## src/design/ple_pkg.sv

```systemverilog
// ----------------------------------------------------------------------------
// ple_pkg
// Shared constants and types for the positional list engine.
// ----------------------------------------------------------------------------
package ple_pkg;

  localparam int CAPACITY    = 64;
  localparam int VALUE_WIDTH = 32;
  localparam int ADDR_W      = $clog2(CAPACITY);
  localparam int POS_W       = $clog2(CAPACITY + 1);
  localparam int OP_W        = 4;
  localparam int STAT_W      = 2;

  typedef logic [OP_W-1:0]               opcode_t;
  typedef logic [POS_W-1:0]              pos_t;
  typedef logic [ADDR_W-1:0]             addr_t;
  typedef logic signed [VALUE_WIDTH-1:0] value_t;
  typedef logic signed [POS_W-1:0]       found_t;
  typedef logic [STAT_W-1:0]             status_t;

  localparam opcode_t OP_PUSH_FRONT = 4'd0;
  localparam opcode_t OP_PUSH_BACK  = 4'd1;
  localparam opcode_t OP_POP_FRONT  = 4'd2;
  localparam opcode_t OP_POP_BACK   = 4'd3;
  localparam opcode_t OP_INSERT     = 4'd4;
  localparam opcode_t OP_REMOVE     = 4'd5;
  localparam opcode_t OP_READ       = 4'd6;
  localparam opcode_t OP_SEARCH     = 4'd7;
  localparam opcode_t OP_CLEAR      = 4'd8;

  localparam status_t ST_OK     = 2'd0;
  localparam status_t ST_BADPOS = 2'd1;
  localparam status_t ST_EMPTY  = 2'd2;
  localparam status_t ST_FULL   = 2'd3;

  localparam pos_t   COUNT_FULL = POS_W'(CAPACITY);
  localparam found_t FOUND_NONE = '1;

endpackage

```

## src/design/ple_if.sv

```systemverilog
// ----------------------------------------------------------------------------
// ple_in_if / ple_out_if
// Valid/ready channels for operation words and result words.
// ----------------------------------------------------------------------------
interface ple_in_if;
  logic             valid;
  logic             ready;
  ple_pkg::opcode_t opcode;
  ple_pkg::pos_t    position;
  ple_pkg::value_t  value;

  modport source (output valid, opcode, position, value, input ready);
  modport sink   (input valid, opcode, position, value, output ready);
endinterface

interface ple_out_if;
  logic              valid;
  logic              ready;
  ple_pkg::value_t   result_value;
  ple_pkg::found_t   found_position;
  ple_pkg::pos_t     element_count;
  ple_pkg::status_t  status;

  modport source (output valid, result_value, found_position, element_count, status,
                  input ready);
  modport sink   (input valid, result_value, found_position, element_count, status,
                  output ready);
endinterface

```

## src/design/positional_list_engine_unit.sv

```systemverilog
// ----------------------------------------------------------------------------
// positional_list_engine_unit
// Bounded ordered list of signed values kept in one synchronous RAM.
// ----------------------------------------------------------------------------
//  channel  dir  word fields
//  in_ch    in   opcode, position, value
//  out_ch   out  result_value, found_position, element_count, status
//
//  Insert and pushes move the (count - pos) entries at and above pos up;
//  remove and pops read the entry at pos and shift those above it down;
//  read fetches one entry, search scans all count entries, and all others
//  go straight to S_FIN; the walk moves one entry per cycle through the single RAM read and write port.
//  Synchronous active-low reset clears the count; RAM contents are not reset.
//  A new word is taken while the previous result waits on out_ch; a finished
//  word then holds in S_FIN until that result leaves.
// ----------------------------------------------------------------------------
module positional_list_engine_unit (
  input  logic       clk,
  input  logic       rst_n,
  ple_in_if.sink     in_ch,
  ple_out_if.source  out_ch
);
  import ple_pkg::*;

  localparam logic [2:0] S_IDLE = 3'd0;
  localparam logic [2:0] S_SHUP = 3'd1;
  localparam logic [2:0] S_SHDN = 3'd2;
  localparam logic [2:0] S_SRCH = 3'd3;
  localparam logic [2:0] S_FIN  = 3'd4;

  value_t mem [CAPACITY];
  value_t rd_data_r;

  logic [2:0] state_r, state_nxt;
  pos_t       count_r, count_nxt;
  logic       pend_r, pend_nxt;
  logic       out_valid_r, out_valid_nxt;

  opcode_t op_r, op_nxt;
  pos_t    mv_r, mv_nxt;
  addr_t   rd_idx_r, rd_idx_nxt;
  addr_t   wr_idx_r, wr_idx_nxt;
  addr_t   pos_r, pos_nxt;
  value_t  val_r, val_nxt;
  logic    first_r, first_nxt;
  logic    pend_first_r, pend_first_nxt;
  logic    hit_r, hit_nxt;
  value_t  res_r, res_nxt;
  found_t  found_r, found_nxt;
  status_t stat_r, stat_nxt;

  value_t  out_value_r;
  found_t  out_found_r;
  pos_t    out_count_r;
  status_t out_stat_r;
  logic    load_out;

  logic   rd_en, wr_en;
  addr_t  rd_addr, wr_addr;
  value_t wr_data;
  pos_t   tgt;

  always_ff @(posedge clk) begin
    if (wr_en) begin
      mem[wr_addr] <= wr_data;
    end
    if (rd_en) begin
      rd_data_r <= mem[rd_addr];
    end
  end

  always_comb begin
    state_nxt      = state_r;
    count_nxt      = count_r;
    pend_nxt       = pend_r;
    out_valid_nxt  = out_valid_r;
    op_nxt         = op_r;
    mv_nxt         = mv_r;
    rd_idx_nxt     = rd_idx_r;
    wr_idx_nxt     = wr_idx_r;
    pos_nxt        = pos_r;
    val_nxt        = val_r;
    first_nxt      = first_r;
    pend_first_nxt = pend_first_r;
    hit_nxt        = hit_r;
    res_nxt        = res_r;
    found_nxt      = found_r;
    stat_nxt       = stat_r;
    load_out       = 1'b0;
    rd_en          = 1'b0;
    wr_en          = 1'b0;
    rd_addr        = rd_idx_r;
    wr_addr        = wr_idx_r;
    wr_data        = rd_data_r;
    tgt            = in_ch.position;

    if (out_valid_r && out_ch.ready) begin
      out_valid_nxt = 1'b0;
    end

    case (state_r)
      S_IDLE: begin
        if (in_ch.valid) begin
          op_nxt    = in_ch.opcode;
          val_nxt   = in_ch.value;
          res_nxt   = '0;
          found_nxt = FOUND_NONE;
          stat_nxt  = ST_OK;
          pend_nxt  = 1'b0;
          first_nxt = 1'b1;
          hit_nxt   = 1'b0;
          state_nxt = S_FIN;
          case (in_ch.opcode)
            OP_PUSH_FRONT, OP_PUSH_BACK, OP_INSERT: begin
              if (in_ch.opcode == OP_PUSH_FRONT) begin
                tgt = '0;
              end else if (in_ch.opcode == OP_PUSH_BACK) begin
                tgt = count_r;
              end
              if (in_ch.opcode == OP_INSERT && in_ch.position > count_r) begin
                stat_nxt = ST_BADPOS;
              end else if (count_r >= COUNT_FULL) begin
                stat_nxt = ST_FULL;
              end else begin
                pos_nxt    = tgt[ADDR_W-1:0];
                mv_nxt     = count_r - tgt;
                rd_idx_nxt = ADDR_W'(count_r - POS_W'(1));
                state_nxt  = S_SHUP;
              end
            end
            OP_POP_FRONT, OP_POP_BACK, OP_REMOVE, OP_READ: begin
              if (in_ch.opcode == OP_POP_FRONT) begin
                tgt = '0;
              end else if (in_ch.opcode == OP_POP_BACK) begin
                tgt = count_r - POS_W'(1);
              end
              if ((in_ch.opcode == OP_POP_FRONT || in_ch.opcode == OP_POP_BACK) &&
                  count_r == '0) begin
                stat_nxt = ST_EMPTY;
              end else if (tgt >= count_r) begin
                stat_nxt = ST_BADPOS;
              end else begin
                mv_nxt     = (in_ch.opcode == OP_READ) ? POS_W'(1) : count_r - tgt;
                rd_idx_nxt = tgt[ADDR_W-1:0];
                state_nxt  = S_SHDN;
              end
            end
            OP_SEARCH: begin
              mv_nxt     = count_r;
              rd_idx_nxt = '0;
              state_nxt  = S_SRCH;
            end
            OP_CLEAR: begin
              count_nxt = '0;
            end
            default: begin
            end
          endcase
        end
      end

      S_SHUP: begin
        if (pend_r) begin
          wr_en = 1'b1;
        end
        if (mv_r != '0) begin
          rd_en      = 1'b1;
          pend_nxt   = 1'b1;
          wr_idx_nxt = rd_idx_r + ADDR_W'(1);
          rd_idx_nxt = rd_idx_r - ADDR_W'(1);
          mv_nxt     = mv_r - POS_W'(1);
        end else begin
          pend_nxt = 1'b0;
          if (!pend_r) begin
            wr_en     = 1'b1;
            wr_addr   = pos_r;
            wr_data   = val_r;
            count_nxt = count_r + POS_W'(1);
            state_nxt = S_FIN;
          end
        end
      end

      S_SHDN: begin
        if (pend_r) begin
          if (pend_first_r) begin
            res_nxt = rd_data_r;
          end else if (op_r != OP_READ) begin
            wr_en = 1'b1;
          end
        end
        if (mv_r != '0) begin
          rd_en          = 1'b1;
          pend_nxt       = 1'b1;
          pend_first_nxt = first_r;
          first_nxt      = 1'b0;
          wr_idx_nxt     = rd_idx_r - ADDR_W'(1);
          rd_idx_nxt     = rd_idx_r + ADDR_W'(1);
          mv_nxt         = mv_r - POS_W'(1);
        end else begin
          pend_nxt = 1'b0;
          if (!pend_r) begin
            if (op_r != OP_READ) begin
              count_nxt = count_r - POS_W'(1);
            end
            state_nxt = S_FIN;
          end
        end
      end

      S_SRCH: begin
        if (pend_r && !hit_r && rd_data_r == val_r) begin
          hit_nxt   = 1'b1;
          found_nxt = found_t'({1'b0, wr_idx_r});
        end
        if (mv_r != '0) begin
          rd_en      = 1'b1;
          pend_nxt   = 1'b1;
          wr_idx_nxt = rd_idx_r;
          rd_idx_nxt = rd_idx_r + ADDR_W'(1);
          mv_nxt     = mv_r - POS_W'(1);
        end else begin
          pend_nxt = 1'b0;
          if (!pend_r) begin
            state_nxt = S_FIN;
          end
        end
      end

      S_FIN: begin
        if (!out_valid_r || out_ch.ready) begin
          load_out      = 1'b1;
          out_valid_nxt = 1'b1;
          state_nxt     = S_IDLE;
        end
      end

      default: begin
        state_nxt = S_IDLE;
      end
    endcase
  end

  always_ff @(posedge clk) begin
    if (!rst_n) begin
      state_r     <= S_IDLE;
      count_r     <= '0;
      pend_r      <= 1'b0;
      out_valid_r <= 1'b0;
    end else begin
      state_r     <= state_nxt;
      count_r     <= count_nxt;
      pend_r      <= pend_nxt;
      out_valid_r <= out_valid_nxt;
    end
  end

  always_ff @(posedge clk) begin
    op_r         <= op_nxt;
    mv_r         <= mv_nxt;
    rd_idx_r     <= rd_idx_nxt;
    wr_idx_r     <= wr_idx_nxt;
    pos_r        <= pos_nxt;
    val_r        <= val_nxt;
    first_r      <= first_nxt;
    pend_first_r <= pend_first_nxt;
    hit_r        <= hit_nxt;
    res_r        <= res_nxt;
    found_r      <= found_nxt;
    stat_r       <= stat_nxt;
    if (load_out) begin
      out_value_r <= res_r;
      out_found_r <= found_r;
      out_count_r <= count_r;
      out_stat_r  <= stat_r;
    end
  end

  assign in_ch.ready           = (state_r == S_IDLE);
  assign out_ch.valid          = out_valid_r;
  assign out_ch.result_value   = out_value_r;
  assign out_ch.found_position = out_found_r;
  assign out_ch.element_count  = out_count_r;
  assign out_ch.status         = out_stat_r;

  a_count_bound: assert property (@(posedge clk) disable iff (!rst_n)
    count_r <= COUNT_FULL)
    else $error("entry count above capacity");

  a_count_step: assert property (@(posedge clk) disable iff (!rst_n)
    (count_r != $past(count_r)) |->
      (count_r == $past(count_r) + POS_W'(1) || count_r == $past(count_r) - POS_W'(1) ||
       count_r == '0))
    else $error("entry count moved by more than one");

  a_no_rw_clash: assert property (@(posedge clk) disable iff (!rst_n)
    !(rd_en && wr_en && rd_addr == wr_addr))
    else $error("read and write to the same entry in one cycle");

  a_accept_busy: assert property (@(posedge clk) disable iff (!rst_n)
    (in_ch.valid && in_ch.ready) |=> (state_r != S_IDLE))
    else $error("sequencer idle right after accepting a word");

  a_walk_count: assert property (@(posedge clk) disable iff (!rst_n)
    (state_r != S_IDLE && state_r != S_FIN) |-> (mv_r <= COUNT_FULL))
    else $error("walk length above capacity");

endmodule
```

## src/flat_wrapper.sv

```systemverilog
// flat-port wrapper written by rule: the top's interface ports become plain ports
module positional_list_engine_unit_flat import ple_pkg::*;
  (clk, rst_n, in_ch_valid, in_ch_opcode, in_ch_position, in_ch_value, in_ch_ready, out_ch_valid, out_ch_result_value, out_ch_found_position, out_ch_element_count, out_ch_status, out_ch_ready);
  ple_in_if in_ch_i ();
  ple_out_if out_ch_i ();
  input  logic clk;
  input  logic rst_n;
  input wire logic [$bits(in_ch_i.valid)-1:0] in_ch_valid;
  input wire logic [$bits(in_ch_i.opcode)-1:0] in_ch_opcode;
  input wire logic [$bits(in_ch_i.position)-1:0] in_ch_position;
  input wire logic [$bits(in_ch_i.value)-1:0] in_ch_value;
  output wire logic [$bits(in_ch_i.ready)-1:0] in_ch_ready;
  output wire logic [$bits(out_ch_i.valid)-1:0] out_ch_valid;
  output wire logic [$bits(out_ch_i.result_value)-1:0] out_ch_result_value;
  output wire logic [$bits(out_ch_i.found_position)-1:0] out_ch_found_position;
  output wire logic [$bits(out_ch_i.element_count)-1:0] out_ch_element_count;
  output wire logic [$bits(out_ch_i.status)-1:0] out_ch_status;
  input wire logic [$bits(out_ch_i.ready)-1:0] out_ch_ready;
  assign in_ch_i.valid = in_ch_valid;
  assign in_ch_i.opcode = in_ch_opcode;
  assign in_ch_i.position = in_ch_position;
  assign in_ch_i.value = in_ch_value;
  assign in_ch_ready = in_ch_i.ready;
  assign out_ch_valid = out_ch_i.valid;
  assign out_ch_result_value = out_ch_i.result_value;
  assign out_ch_found_position = out_ch_i.found_position;
  assign out_ch_element_count = out_ch_i.element_count;
  assign out_ch_status = out_ch_i.status;
  assign out_ch_i.ready = out_ch_ready;
  positional_list_engine_unit u_core (.clk(clk), .rst_n(rst_n), .in_ch(in_ch_i), .out_ch(out_ch_i));
endmodule
```

## config.mk

```make
export PLATFORM = sky130hd
export DESIGN_NAME = positional_list_engine_unit_flat
export DESIGN_NICKNAME = d
export VERILOG_FILES = /design/src/design/ple_pkg.sv /design/src/design/ple_if.sv /design/src/design/positional_list_engine_unit.sv /design/src/flat_wrapper.sv
export SDC_FILE = /design/constraint.sdc
export NUM_CORES = 2
export LEC_CHECK = 0
export ABC_AREA = 1
export BUFFER_PORTS_ARGS = -buffer_cell sky130_fd_sc_hd__buf_2
export CORE_AREA = 3 3 430 432
export CTS_CLUSTER_DIAMETER = 120
export DETAILED_ROUTE_END_ITERATION = 7
export DIE_AREA = 0 0 433 435
export PLACE_DENSITY_LB_ADDON = 0.08
export RECOVER_POWER = 50
export SETUP_SLACK_MARGIN = 0.5
export SLEW_MARGIN = 10
export SYNTH_ARGS = -nofsm -noshare
export SYNTH_HDL_FRONTEND = slang
export SYNTH_SLANG_ARGS = --single-unit
```

## constraint.sdc

```tcl
create_clock -name clk -period 5.9 [get_ports clk]
set_input_delay 1.18 -clock clk [delete_from_list [all_inputs] [get_ports clk]]
set_output_delay 1.18 -clock clk [all_outputs]
set_load 0.02 [all_outputs]
```

==> flow_summary_export.csv <==
group,metric,value,unit
run_status,status,"finished, violations left",
run_status,violations,"max-capacitance violations, max-slew violations",
drt,viasPerCell,5.997,
power_and_ir_drop,power_frac_comb,12.0,%
die,rows,156,
global_routing,busiest_layer,"met1",
synthesis,ys_warn_count,0,
layout,syn2layout_area_growth,11.34,%
power_and_ir_drop,powerDensity,354.4,nW/um^2
worst_setup_path,crit_buf_inv,4,
power_and_ir_drop,seqPwrFrac,49.6,%
layout,fin_cells,9729,
global_routing,grt_antenna_before_repair,5,
power_and_ir_drop,intPower,26.48,mW
layout,design_area,101000,um^2
power_and_ir_drop,ir_drop,278.1,uV
die,die_y,435,um
global_routing,gr-usage-met2,42.19,%
worst_setup_path,reg2reg_slack,0.77,ns
placed_design,io_buffers,96,
die,core-area,180900,um^2
worst_setup_path,critical_path_peak_fanout,42,
clock_tree,clock_path_buffers,3,
layout,multi_input_area,21430,um^2
placed_design,dp.cells,9318,
timing,fmax,195.0,MHz
synthesis,synth-seq-cells,2245,
worst_hold_path,hp-start,"u_core.res_r[12]",
die,pin_count,97,
clock_tree,cts_sinks,2245,
global_routing,grt_usage,28.29,%
timing,finalCritPeriodShare,86.92,%
placed_design,gp_congestion,0.9527,
drt,first_iter_violations,7286,
global_routing,met1_usage,42.70,%
layout,final_common_cell,"edfxtp_1",
drt,drt-total-wl,270900,um
power_and_ir_drop,p_leak,32.42,nW
worst_setup_path,required,6.23,ns
power_and_ir_drop,p_sw,9.313,mW
clock_tree,cts_hold_buf,0,
clock_tree,cts_setup_buffers,0,
global_routing,grt_pass1_vias,54230,
clock_tree,cts_buffers,224,
layout,final_cell_mix,"edfxtp_1, nor2_1, o21ai_0, nand3_1, o211ai_1",
global_routing,grt_first_pass_wirelength,388600,um
power_and_ir_drop,clock_power_share,38.4,%
clock_tree,htreeDepth,4,
placed_design,hpwl,158200,um
worst_setup_path,cpMaxStageDelayCell,"inv_1",
clock_tree,cts_tree,"built",
global_routing,grt_max_degree,195,
layout,num-fill-cells,14880,
worst_hold_path,hold_depth,0,
power_and_ir_drop,switching_share,26.02,%
drt,drc,0,
worst_setup_path,start_kind,"flop",
run,maxCapViolCount,24,
worst_setup_path,setup.worst_path.class,"flop to flop",
worst_setup_path,worstSetupEndpointType,"flop",
timing,slew_headroom,-102.5,%
drt,vias,58340,
worst_setup_path,critPathTopFamily,"buffers and inverters",
synthesis,yosys.cell_types.count,44,
timing,rsz0062_at_grt,"false",
synthesis,yosysSeqAreaShare,74.17,%
clock_tree,clk_latency,0.87,ns
global_routing,grtUsageMet3,4.950,%
worst_setup_path,critPathArrivalTime,5.46,ns
layout,seq_area,67290,um^2
drt,wl_per_cell,27.85,um
drt,firstDrtPassIters,6,
worst_setup_path,rr_worst_depth,10,
drt,ant_nets,0,
die,initial_core_util,50.14,%
layout,layout-drive-gt1-share,7.991,%
worst_setup_path,crit_path_max_incr_delay,1.11,ns
power_and_ir_drop,totalPowerFinal,35.80,mW
synthesis,synth_area,90730,um^2
global_routing,gr-total-overflow,0,
timing,fin_worst_skew,0.03971,ns
synthesis,syn_nets,7243,
clock_tree,cts-root-buf,"clkbuf_16",
timing,worst_pin_slew,3.017,ns
placed_design,place_area,94500,um^2
synthesis,syn_inst,7167,
worst_setup_path,timing.rr.start,"u_core.state_r[2]",
worst_hold_path,hold_class,"flop to flop",
clock_tree,ctsResizeCount,0,
worst_hold_path,holdPathEnd,"u_core.out_ch.result_value[12]",
timing,setup_violations,0,
clock_tree,clkTransAtPathRegs,0.07,ns
layout,final_nets,7251,
die,fp.dieW,433,um
timing,drv_slew,709,
timing,tns,0,ns
synthesis,syn_area_per_cell,12.66,um^2
worst_setup_path,r2r-end,"u_core.mem[23][27]",
timing,period_needed,5.129,ns
die,die_area,188400,um^2
worst_setup_path,crit_chain,"nor2_1, inv_1, nor2_4, inv_1, nor2_1, nor2_1, inv_1, nand4_4, nor2_4, clkbuf_2",
timing,hold_viol,0,
[how the worst max path moves through the flow]
stage                 startpoint                              to  cells after the start
4_1_cts           u_core.mv_r[0]               u_core.mem[42][7]                     10
2_1_floorplan       out_ch_ready  u_core.out_ch.element_count[0]                      2
5_1_grt        u_core.state_r[2]              u_core.mem[53][11]                      9
3_3_place_gp      u_core.mv_r[0]               u_core.mem[42][7]                     10
6_report       u_core.state_r[2]              u_core.mem[23][27]                     10
3_5_place_dp      u_core.mv_r[0]               u_core.mem[42][7]                     10
[cell type report]
cell class                      count  area share [%]
Inverter                          147          0.5747
Multi-Input combinational cell   4313           21.21
Sequential cell                  2245           66.62
Tap cell                         2370           2.935
Antenna cell                        1        0.002477
Clock inverter                    126           1.083
Clock buffer                      283           5.831
Timing Repair Buffer              244           1.743
[logic make-up (layout without fill, tap and decap cells)]
kind of cell	after synthesis	after routing	share of synthesized area, %
AND/OR/NAND/NOR	2611	2611	11.81
flip-flops	2245	2245	74.17
AO/OA/AOI/OAI	1637	1637	10.46
buffers and inverters	609	800	2.790
XOR/XNOR	36	36	0.3475
adder cells (fa/ha/maj)	29	29	0.4165
other	0	1	0
[cells in the mapped netlist (all sizes together)]
library cell,count,area share [%]
a211o,1,0.0097
inv,144,0.60
o211ai,460,3.8
o221ai,6,0.058
nand3b,2,0.017
a21o,1,0.0083
edfxtp,2233,74
a21oi,44,0.26
buf,190,1.1
nor2,1765,7.4
o21a,1,0.017
ha,27,0.37
xnor2,9,0.087
nor3b,1,0.0083
xor2,27,0.26
clkbuf,272,1.1
nand4,18,0.24
nand2,312,1.3
nor3,9,0.050
fa,2,0.044
or2,6,0.041
a31oi,3,0.021
o21ai,1097,6.1
a22oi,4,0.033
dfxtp,12,0.26
nand3,498,2.8
clkinv,3,0.012
o22ai,20,0.14
[through the flow]
| stage | util, % | setup slack (ns) | hold WS [ns] |
|---|---|---|---|
| 5_1_grt | 55.83 | 0.6232 | 0.4215 |
| 4_1_cts | 56.09 | 1.515 | 0.4140 |
| 3_5_place_dp | 52.23 | 1.556 | 0.4045 |
| 3_3_place_gp | 52.20 | 1.589 | 0.4038 |
| 6_report | 55.83 | 0.7715 | 0.4130 |
| 2_1_floorplan | - | 0.8819 | 0.4003 |
[power by group through the flow]
stage          Sequential [mW]  Clock (mW)  Combinational, mW
4_1_cts                   17.7        13.9               4.30
3_3_place_gp              18.1           0               4.27
2_1_floorplan             18.1           0               2.50
5_1_grt                   17.8        14.5               4.64
3_5_place_dp              18.1           0               4.29
6_report                  17.8        13.7               4.30
[state kept, by name (all words and copies together) (netlist names), 6 cells and up]
register / flops
u_core.mem: 2048
u_core.out_ch.result_value: 32
u_core.rd_data_r: 32
u_core.res_r: 32
u_core.val_r: 32
u_core.count_r: 7
u_core.found_r: 7
u_core.mv_r: 7
u_core.out_ch.element_count: 7
u_core.out_ch.found_position: 7
u_core.pos_r: 6
u_core.rd_addr: 6
u_core.wr_idx_r: 6
[metal layers]
layer | share of wire, % | wire length, um | vias up
li1 | - | - | 26190
met1 | 44 | 118000 | 29390
met2 | 45 | 121800 | 2395
met3 | 8.3 | 22570 | 362
met4 | 3.2 | 8535 | 0
met5 | 0 | 0 | -
No activity file was read; power rests on OpenSTA's default activity.
